**config.mk**
```make
export PLATFORM = sky130hd
export DESIGN_NAME = address_to_command_map_table
export DESIGN_NICKNAME = d
export VERILOG_FILES = /design/src/design/acmt_pkg.sv /design/src/design/acmt_cell.sv /design/src/design/address_to_command_map_table.sv
export SDC_FILE = /design/constraint.sdc
export NUM_CORES = 1
export LEC_CHECK = 0
export BUFFER_PORTS_ARGS = -buffer_cell sky130_fd_sc_hd__buf_2
export CORE_MARGIN = 1
export CORE_UTILIZATION = 35
export DETAILED_ROUTE_END_ITERATION = 10
export SLEW_MARGIN = 40
export SYNTH_ARGS = -nofsm -noshare
export SYNTH_HDL_FRONTEND = slang
export SYNTH_HIERARCHICAL = 1
export SYNTH_SLANG_ARGS = --single-unit
```
**constraint.sdc**
```tcl
create_clock -name clk_i -period 5.75 [get_ports clk_i]
set_input_delay 1.15 -clock clk_i [delete_from_list [all_inputs] [get_ports clk_i]]
set_output_delay 1.15 -clock clk_i [all_outputs]
set_load 0.02 [all_outputs]
```
**src/design/acmt_pkg.sv**
```systemverilog
// acmt_pkg: shared types and constants for the address-to-command map table.
// Used by acmt_cell and address_to_command_map_table; no dependencies.
package acmt_pkg;

  localparam int unsigned TableEntries = 8;
  localparam int unsigned IdxW         = $clog2(TableEntries);
  localparam int unsigned AddrW        = 16;
  localparam int unsigned CountW       = 6;
  localparam int unsigned CmdW         = 8;

  localparam logic [CountW-1:0] MaxChunk   = CountW'(32);
  localparam logic [CmdW-1:0]   MapCmdBase = 8'h80;

  typedef enum logic {
    FuncLookup = 1'b0,
    FuncClear  = 1'b1
  } func_e;

  typedef struct packed {
    logic              func;
    logic [AddrW-1:0]  reg_addr;
    logic [CountW-1:0] byte_count;
    logic              is_read;
    logic              map_write_ok;
  } req_t;

  typedef struct packed {
    logic [IdxW-1:0]   command_code;
    logic              hit;
    logic [CmdW-1:0]   map_cmd;
    logic [AddrW-1:0]  entry_addr;
    logic [CountW-1:0] entry_count;
    logic              entry_write_mark;
    logic              error;
  } rsp_t;

  typedef struct packed {
    logic [AddrW-1:0]  addr;
    logic [CountW-1:0] count;
    logic              wmark;
  } entry_t;

  // Search key broadcast to every cell
  typedef struct packed {
    logic   valid;
    logic   is_read;
    entry_t key;
  } lookup_t;

  // Priority chain passed from cell to cell
  typedef struct packed {
    logic            found;
    logic [IdxW-1:0] idx;
  } chain_t;

  // Per-cell write control
  typedef struct packed {
    logic   en;
    entry_t data;
  } cell_wr_t;

endpackage

```
**src/design/acmt_cell.sv**
```systemverilog
// acmt_cell: one table entry with its compare logic and priority chain link.
// Depends on acmt_pkg.
module acmt_cell
  import acmt_pkg::*;
(
  input  logic            clk_i,
  input  logic            rst_ni,
  input  logic [IdxW-1:0] idx_i,
  input  lookup_t         lookup_i,
  input  cell_wr_t        wr_i,
  input  chain_t          chain_i,
  output chain_t          chain_o
);

  entry_t entry_q, entry_d;
  logic   match;

  always_comb begin
    entry_d = wr_i.en ? wr_i.data : entry_q;
  end

  always_ff @(posedge clk_i or negedge rst_ni) begin
    if (!rst_ni) begin
      entry_q <= '0;
    end else begin
      entry_q <= entry_d;
    end
  end

  // Read needs equal count, write needs the write mark
  always_comb begin
    match = lookup_i.valid && (entry_q.addr == lookup_i.key.addr) &&
            (lookup_i.is_read ? (entry_q.count == lookup_i.key.count) : entry_q.wmark);
  end

  // Keep the first match found upstream
  always_comb begin
    chain_o.found = chain_i.found | match;
    chain_o.idx   = chain_i.found ? chain_i.idx : idx_i;
  end

endmodule

```
**src/design/address_to_command_map_table.sv**
```systemverilog
// address_to_command_map_table: top level, a row of acmt_cell entries plus
// the item register, victim pointer and result register. Depends on acmt_pkg, acmt_cell.
//
// Usage: an item transfers at a clock edge with start high and busy low.
// For each item, the accepting clock edge captures it in the item
// register, and during the following cycle busy is high while the key is
// broadcast to the row of eight cells, each comparing its own entry and
// passing a first-match flag and index down the chain. At the end of that
// cycle the table and the round-robin victim pointer update and the result
// is registered; it shows on rsp_o for exactly one cycle with rsp_valid_o
// high, and the receiver cannot stall it. A new item can be taken in that
// same cycle, but none while busy is high. A clear item zeroes all
// entries and returns an all-zero result; it leaves the victim pointer
// alone. Reset empties the table at once (no sweep).
module address_to_command_map_table
  import acmt_pkg::*;
(
  input  logic clk_i,
  input  logic rst_ni,
  input  logic start,
  input  req_t req_i,
  output logic busy,
  output logic rsp_valid_o,
  output rsp_t rsp_o
);

  logic            busy_q, busy_d;
  req_t            req_q;
  logic [IdxW-1:0] victim_q, victim_d;
  logic            rsp_valid_q, rsp_valid_d;
  rsp_t            rsp_q, rsp_d;

  logic              is_clear, is_miss;
  logic [CountW-1:0] count_clamped;
  entry_t            fresh;
  lookup_t           lookup;
  chain_t            chain [TableEntries+1];
  cell_wr_t          cell_wr [TableEntries];

  // Accept a transfer when idle; hold busy for the search cycle
  always_comb begin
    busy_d = busy_q ? 1'b0 : start;
  end

  always_ff @(posedge clk_i or negedge rst_ni) begin
    if (!rst_ni) begin
      busy_q      <= 1'b0;
      victim_q    <= '0;
      rsp_valid_q <= 1'b0;
    end else begin
      busy_q      <= busy_d;
      victim_q    <= victim_d;
      rsp_valid_q <= rsp_valid_d;
    end
  end

  always_ff @(posedge clk_i) begin
    if (start && !busy_q) begin
      req_q <= req_i;
    end
    rsp_q <= rsp_d;
  end

  // Clamp the count before matching and storing
  always_comb begin
    count_clamped = (req_q.byte_count > MaxChunk) ? MaxChunk : req_q.byte_count;
    fresh.addr    = req_q.reg_addr;
    fresh.count   = count_clamped;
    fresh.wmark   = ~req_q.is_read;
    is_clear      = busy_q && (req_q.func == FuncClear);
    lookup.valid  = busy_q && (req_q.func == FuncLookup);
    lookup.is_read = req_q.is_read;
    lookup.key    = fresh;
  end

  assign chain[0] = '0;

  for (genvar i = 0; i < TableEntries; i++) begin : g_cell
    always_comb begin
      cell_wr[i].en   = is_clear || (is_miss && (victim_q == IdxW'(i)));
      cell_wr[i].data = (is_clear || !req_q.map_write_ok) ? '0 : fresh;
    end

    acmt_cell u_cell (
      .clk_i    (clk_i),
      .rst_ni   (rst_ni),
      .idx_i    (IdxW'(i)),
      .lookup_i (lookup),
      .wr_i     (cell_wr[i]),
      .chain_i  (chain[i]),
      .chain_o  (chain[i+1])
    );
  end

  assign is_miss = lookup.valid && !chain[TableEntries].found;

  // Advance the victim pointer on every miss, wrapping at the table size
  always_comb begin
    victim_d = victim_q;
    if (is_miss) begin
      victim_d = (victim_q == IdxW'(TableEntries - 1)) ? '0 : victim_q + 1'b1;
    end
  end

  // Build the result; clear and idle give all zero
  always_comb begin
    rsp_valid_d = busy_q;
    rsp_d       = '0;
    if (lookup.valid) begin
      if (chain[TableEntries].found) begin
        rsp_d.command_code = chain[TableEntries].idx;
        rsp_d.hit          = 1'b1;
      end else begin
        rsp_d.command_code     = victim_q;
        rsp_d.map_cmd          = MapCmdBase + CmdW'(victim_q);
        rsp_d.entry_addr       = fresh.addr;
        rsp_d.entry_count      = fresh.count;
        rsp_d.entry_write_mark = fresh.wmark;
        rsp_d.error            = ~req_q.map_write_ok;
      end
    end
  end

  assign busy        = busy_q;
  assign rsp_valid_o = rsp_valid_q;
  assign rsp_o       = rsp_q;

  a_accept_then_busy: assert property (@(posedge clk_i) disable iff (!rst_ni)
    start && !busy |=> busy)
    else $error("accepted transfer did not raise busy");

  a_busy_then_result: assert property (@(posedge clk_i) disable iff (!rst_ni)
    busy |=> rsp_valid_o && !busy)
    else $error("search cycle did not produce exactly one result");

  a_hit_fields_zero: assert property (@(posedge clk_i) disable iff (!rst_ni)
    rsp_valid_o && rsp_o.hit |-> (rsp_o.map_cmd == '0) && !rsp_o.error)
    else $error("hit result carries miss fields");

  a_victim_moves_on_miss: assert property (@(posedge clk_i) disable iff (!rst_ni)
    !is_miss |=> $stable(victim_q))
    else $error("victim pointer moved without a miss");

endmodule
```
==> results.md, run 1 <==
- Outcome: completed
- HPWL after DPL: around 17 mm
- Internal: 3.58 mW
- Drt pass-1 iters: 4
- Final setup fails: 0
- VDD IR-drop max: roughly 0.26 mV
- Mapped Avg Cell Area: 13.2 µm²
- Post-Route Skew: 0.0101 ns
- Post-Syn Area: 11300 µm²
- H-tree levels: 1
- Leakage power: roughly 5.7 nW
- Fin nets: 1015
- Post-Place Cells: around 1400
- Worst slew pin tran: 0.632 ns
- Largest net degree at the start of global routing: 105
- Clock share of power: 0.362
- Final Instance Count excl. Fillers: 1404
- Hold WC Path Type: register to register
- Initial Util: 0.358
- Hold_sp: req_q[0]
- Post-CTS sizing: 0
- DRC violations left: 0
- Clock-pin slew on the worst setup and hold paths: 0.06 ns
- Worst EP required: between 6 and 7 ns
- WHS: 0.449 ns
- Core area: 31700 µm²
- Combinational share of power: 0.183
- NetSw: 1.27 mW
- TritonCTS Sinks: 246
- Die area: 33100 µm²
- Cts hold-fix bufs: 0
- TNS Setup: 0 ns
- FP Rows: 65
- Die Width: 182 µm
- CP Capture Type: register
- Seq pwr share: 0.455
- Post-DRT Antenna Nets: 0
- CP Max Fanout: 15
- IO Port Bufs: 61
- DRT iter0 DRCs: 302
- CP arrival: 5.63 ns
- I/O pins: 66
- Post-route clock period utilization: 0.898
- Total power: 4.85 mW
- Total GRT Usage: 0.158
- Die H: 182 µm
- Routed WL: roughly 25 mm
- WS Path Type: register to register
- Final Util: 0.419
- Post-layout min period: 5.16 ns
- Final Hold Vio Count: 0
- Area growth syn-to-layout: 17.3%
- CTS root buffer: clkbuf_16
- Clock Tree Buf Depth: 3
- Via count normalized by instance count: approximately 4.7
- # Max-Cap Violations: 0
- RSZ-0062 raised after global routing: false
- GPL Wtd Cong: 0.754
- Share of post-route cells with drive strength above 1: 0.339
- Final Max Tran Viols: 0
- Total grt overflow: 0
- Sw frac: 0.262
- Maximum achievable frequency: 194 MHz
- CTS tree: done
- Reg2reg start: req_q[7]
- Ant. Diodes: 0
- Max_slew headroom: 0.578
- Synthesized instance count: 862
- Number of buffers created by CTS: 27
- Initial antenna violation count: 0
- Via Count: 6631
- Crit path from: req_q[7]
- CP startpoint kind: register
- Postcts setup bufs: 0
- Synthesis Warnings: 6
- Pwr dens: 365 nW/µm²
- WL/cell: 17.8 µm
- Filler Cell Count: 2994
- Clock Latency Late Sink: 0.53 ns
- Vias in the first global route: 7078
- First-pass GRT wire length: roughly 40 mm
## path summary, 6_finish.rpt
kind / end / slack (ns) / cells past startpoint
worst max-delay path: rsp_o[8] / 0.59 / 18
worst min-delay path: rsp_o[0] / 0.45 / 1
worst max register to register: rsp_o[8] / 0.59 / 18
worst min register to register: rsp_o[0] / 0.45 / 1
max in group asynchronous: victim_q[1] / 4.19 / 2
min in group asynchronous: g_cell[0].u_cell/entry_q[7] / 0.55 / 1
## power by group through the flow
stage	Combinational [mW]	Clock, mW	Sequential, mW
3_5_place_dp	0.895	0	2.24
2_1_floorplan	0.662	0	2.22
5_1_grt	0.976	1.88	2.25
3_3_place_gp	0.881	0	2.23
4_1_cts	0.899	1.81	2.21
6_report	0.887	1.75	2.21
## cells in the final DEF, fill, tap and decap left out, types with 9 or more instances in the layout
cell type	n
edfxtp_1	25
mux2_2	200
nand3_1	16
buf_2	60
nor2_1	20
nand4_1	32
xnor2_1	176
dfxtp_1	32
nand2_1	9
dfrtp_1	189
conb_1	35
inv_1	19
buf_4	29
clkbuf_16	28
and2_1	32
## sequential cells by signal, indices dropped and copies added (netlist names)
register,flops
g_cell.u_cell/entry_q,184
victim_q,3
rsp_o,32
busy,1
fresh,16
lookup,1
req_q,8
rsp_valid_o,1
## area by class of cell
class,count,area [µm²],share of cell area
well taps,402,503,0.0378
inverters,19,71.3,0.00536
clock buffers,39,771,0.0579
flip-flops and latches,246,6120,0.460
multi-input cells,594,5090,0.383
repair buffers,93,598,0.0450
clock inverters,11,144,0.0108
## metal layers
metal	wire length, µm	vias to the layer above	track usage
met2	11900	107	0.258
met3	995	39	0.0239
met4	691	0	0.0511
li1	-	3177	-
met5	0	-	0
met1	11400	3308	0.213
## worst max-delay path, stage by stage (launching register included)
cell	delay, ns
edfxtp_1	0.35
buf_4	0.20
nand2b_1	0.19
inv_1	0.30
xnor2_1	0.12
nand3_1	0.09
o22ai_1	0.08
a41o_1	0.27
a41o_1	0.26
a41o_1	0.27
a41o_1	0.26
a41o_1	0.27
a41o_1	0.27
a41o_1	0.27
a41o_1	0.38
or3b_1	0.61
inv_1	0.43
buf_4	0.31
and2_1	0.15
## per-stage QoR
| stage | setup WS (ns) | area (µm²) |
|---|---|---|
| after global routing | 0.224 | 13300 |
| after global placement | 0.730 | 12400 |
| after floorplan | 1.26 | 11500 |
| final | 0.588 | 13300 |
| after detailed placement | 0.571 | 12400 |
| after CTS | 0.557 | 13300 |
(Power assumes the default switching activity.)
==> run 2: changes to the inputs <==
--- a/config.mk
+++ b/config.mk
@@ -6,7 +6,7 @@
 export NUM_CORES = 1
 export LEC_CHECK = 0
 export BUFFER_PORTS_ARGS = -buffer_cell sky130_fd_sc_hd__buf_2
-export CORE_MARGIN = 1
+export CORE_MARGIN = 3
 export CORE_UTILIZATION = 35
 export DETAILED_ROUTE_END_ITERATION = 10
 export SLEW_MARGIN = 40
==> run 2 against run 1 <==
Net effect:
- non-clock buffer count is 2 lower
- clock power about the same
- via count is 0.56% higher
- cell area hardly changed
- flip-flop and latch count did not move
- highest routed layer unchanged
- sequential power is essentially flat
- cell count stayed put
- total power down 0.38%
- routed wire length shrank 0.29%
- combinational power decreased by 1%
- first-iteration DRC count shrank 1.3%
- die area up 4.4%
- critical endpoint is now victim_q[0]
==> results.md, run 2 (synthesized netlist as in run 1, its figures left out) <==
- CP Capture Type: register (unchanged)
- Max FFs per register: 184 (unchanged)
- Vias in the first global route: 7102 (was 7078)
- Post-layout min period: 4.75 ns (was 5.16 ns)
- Post-DRT Antenna Nets: 0 (unchanged)
- Worst Setup EP: victim_q[0] (was rsp_o[8])
- FP Rows: 65 (unchanged)
- Slowest Stage Delay on Critical Path: 0.63 ns (was 0.61 ns)
- Final Max Tran Viols: 0 (unchanged)
- Via Count: 6668 (was 6631)
- CP arrival: 5.16 ns (was 5.63 ns)
- Register bank with the most flops: g_cell.u_cell/entry_q (unchanged)
- Most common cell after layout, fill and taps aside: mux2_2 (unchanged)
- Worst EP required: 6.16 ns (was 6.22 ns)
- Place WS: 0.967 ns (was 0.571 ns)
- # Max-Cap Violations: 0 (unchanged)
- Fin worst setup slack: 1.00 ns (was 0.588 ns)
- Final Util: 0.419 (about the same)
- WL/cell: 17.8 µm (about the same)
- Routed WL: 24.9 mm (was 25.0 mm)
- RSZ-0062 raised after global routing: false (unchanged)
- Via count normalized by instance count: 4.75 (was 4.72)
- Sw frac: 0.264 (was 0.262)
- Post-route clock period utilization: 0.826 (was 0.898)
- Post-Place Cells: 1352 (was 1354)
- Die H: 186 µm (was 182 µm)
- Hold WC Path Type: register to register (unchanged)
- Total grt overflow: 0 (unchanged)
- CTS tree: done (unchanged)
- Final Instance Count excl. Fillers: 1404 (unchanged)
- WHS: 0.476 ns (was 0.449 ns)
- Number of buffers created by CTS: 28 (was 27)
- Post-Route Skew: 0.0296 ns (was 0.0101 ns)
- Clock Tree Buf Depth: 3 (unchanged)
- CP Max Fanout: 14 (was 15)
- Drt pass-1 iters: 4 (unchanged)
- Total GRT Usage: 0.149 (was 0.158)
- Max_slew headroom: 0.534 (was 0.578)
- TNS Setup: 0 ns (unchanged)
- Post-CTS sizing: 0 (unchanged)
- GPL Wtd Cong: 0.767 (was 0.754)
- First-pass GRT wire length: 40.3 mm (was 40.6 mm)
- CP startpoint kind: register (unchanged)
- Initial Util: 0.358 (unchanged)
- TritonCTS Sinks: 246 (unchanged)
- Most frequent cells in the layout: mux2_2, dfrtp_1, xnor2_1 (unchanged)
- DRC violations left: 0 (unchanged)
- Combinational share of power: 0.181 (was 0.183)
- Final setup fails: 0 (unchanged)
- WS Path Type: register to register (unchanged)
- Slowest library cell on the worst path: or3b_1 (unchanged)
- Pwr dens: 364 nW/µm² (was 365 nW/µm²)
- Maximum achievable frequency: 211 MHz (was 194 MHz)
- IO Port Bufs: 61 (unchanged)
- VDD IR-drop max: 0.237 mV (was 0.264 mV)
- Total power: 4.83 mW (was 4.85 mW)
- Die Width: 186 µm (was 182 µm)
- Postcts setup bufs: 0 (unchanged)
- Crit path from: req_q[7] (unchanged)
- Cts hold-fix bufs: 0 (unchanged)
- Internal: 3.56 mW (was 3.58 mW)
- Clock Latency Late Sink: 0.54 ns (was 0.53 ns)
- Initial antenna violation count: 0 (unchanged)
- Die area: 34600 µm² (was 33100 µm²)
- Leakage power: 5.76 nW (was 5.74 nW)
- I/O pins: 66 (unchanged)
- HPWL after DPL: 16.9 mm (was 17.2 mm)
- DRT iter0 DRCs: 298 (was 302)
- CTS root buffer: clkbuf_16 (unchanged)
- NetSw: 1.28 mW (was 1.27 mW)
- FF-to-FF End: victim_q[0] (was rsp_o[8])
- Most frequent CP cell: a41o_1 (unchanged)
- Clock share of power: 0.361 (was 0.362)
- Reg2reg start: req_q[7] (unchanged)
- Area after DPL: 12400 µm² (about the same)
- Seq pwr share: 0.458 (was 0.455)
- Post-Layout Inst Area: 13300 µm² (about the same)
- Largest net degree at the start of global routing: 127 (was 105)
- Area growth syn-to-layout: 17.2% (was 17.3%)
- Fin nets: 1014 (was 1015)
- Final Hold Vio Count: 0 (unchanged)
- Clock-pin slew on the worst setup and hold paths: 0.06 ns (about the same)
- Worst slew pin tran: 0.696 ns (was 0.632 ns)
- Core area: 31700 µm² (unchanged)
- Crit path cell chain: nand2b_1, inv_1, buf_4, xnor2_1, nand4_1, o22ai_1, a41o_1, a41o_1, a41o_1, a41o_1, a41o_1, a41o_1, a41o_1, a41o_1, or3b_1, inv_1, mux2_1 (was buf_4, nand2b_1, inv_1, xnor2_1, nand3_1, o22ai_1, a41o_1, a41o_1, a41o_1, a41o_1, a41o_1, a41o_1, a41o_1, a41o_1, or3b_1, inv_1, buf_4, and2_1)
- Reg2reg setup slack: 1.00 ns (was 0.59 ns)
- Outcome: completed (unchanged)
- H-tree levels: 1 (unchanged)
- Share of post-route cells with drive strength above 1: 0.343 (was 0.339)
- R2R cell count: 17 (was 18)
- Ant. Diodes: 0 (unchanged)
- Filler Cell Count: 2989 (was 2994)
## run 2: changes by cell type in the layout (fill, tap and decap cells not counted), moves of 2 or more
cell,delta
clkbuf_8,+5
buf_12,-2
clkbuf_1,-3
clkinv_2,+3
bufinv_16,-3
clkbuf_16,+2
## run 2: final cells by class
| class | instances | area, µm² | share of cell area |
|---|---|---|---|
| clock inverter | 9 | 52.6 | 0.00395 |
| inverter | 19 | 71.3 | 0.00537 |
| sequential | 246 | 6120 | 0.461 |
| multi-input combinational | 594 | 5100 | 0.384 |
| tap | 402 | 503 | 0.0379 |
| clock buffer | 43 | 878 | 0.0661 |
| timing repair buffer | 91 | 558 | 0.0420 |
## run 2: worst min-delay path by stage
| stage | from | end | slack [ns] | depth (start not counted) |
|---|---|---|---|---|
| after floorplan | req_q[0] | rsp_o[0] | 0.42 | 1 |
| after global placement | req_q[0] | rsp_o[0] | 0.46 | 1 |
| after detailed placement | req_q[0] | rsp_o[0] | 0.46 | 1 |
| after CTS | req_q[0] | rsp_o[0] | 0.48 | 1 |
| after global routing | req_q[0] | rsp_o[0] | 0.50 | 1 |
| final | req_q[0] | rsp_o[0] | 0.48 | 1 |
## run 2: power groups by stage
stage               Combinational [mW]  Clock, mW  Sequential [mW]
detailed placement               0.886          0             2.24
global placement                 0.872          0             2.24
finish                           0.875       1.74             2.21
global route                     0.968       1.88             2.25
floorplan                        0.662          0             2.22
CTS                              0.890       1.80             2.21
## run 2: critical path, delay by kind of cell (launching register included)
family | cells | cell delay [ns]
AND/OR/NAND/NOR | 3 | 0.94
XOR/XNOR | 1 | 0.10
buffers and inverters | 3 | 0.46
AO/OA/AOI/OAI | 9 | 2.35
multiplexers | 1 | 0.34
flip-flops | 1 | 0.45
## run 2: per-layer routing
layer | track usage | wire [µm] | up-vias
met4 | 0.0387 | 669 | 0
li1 | - | - | 3191
met2 | 0.250 | 11900 | 92
met3 | 0.0240 | 850 | 34
met5 | 0 | 0 | -
met1 | 0.202 | 11600 | 3351
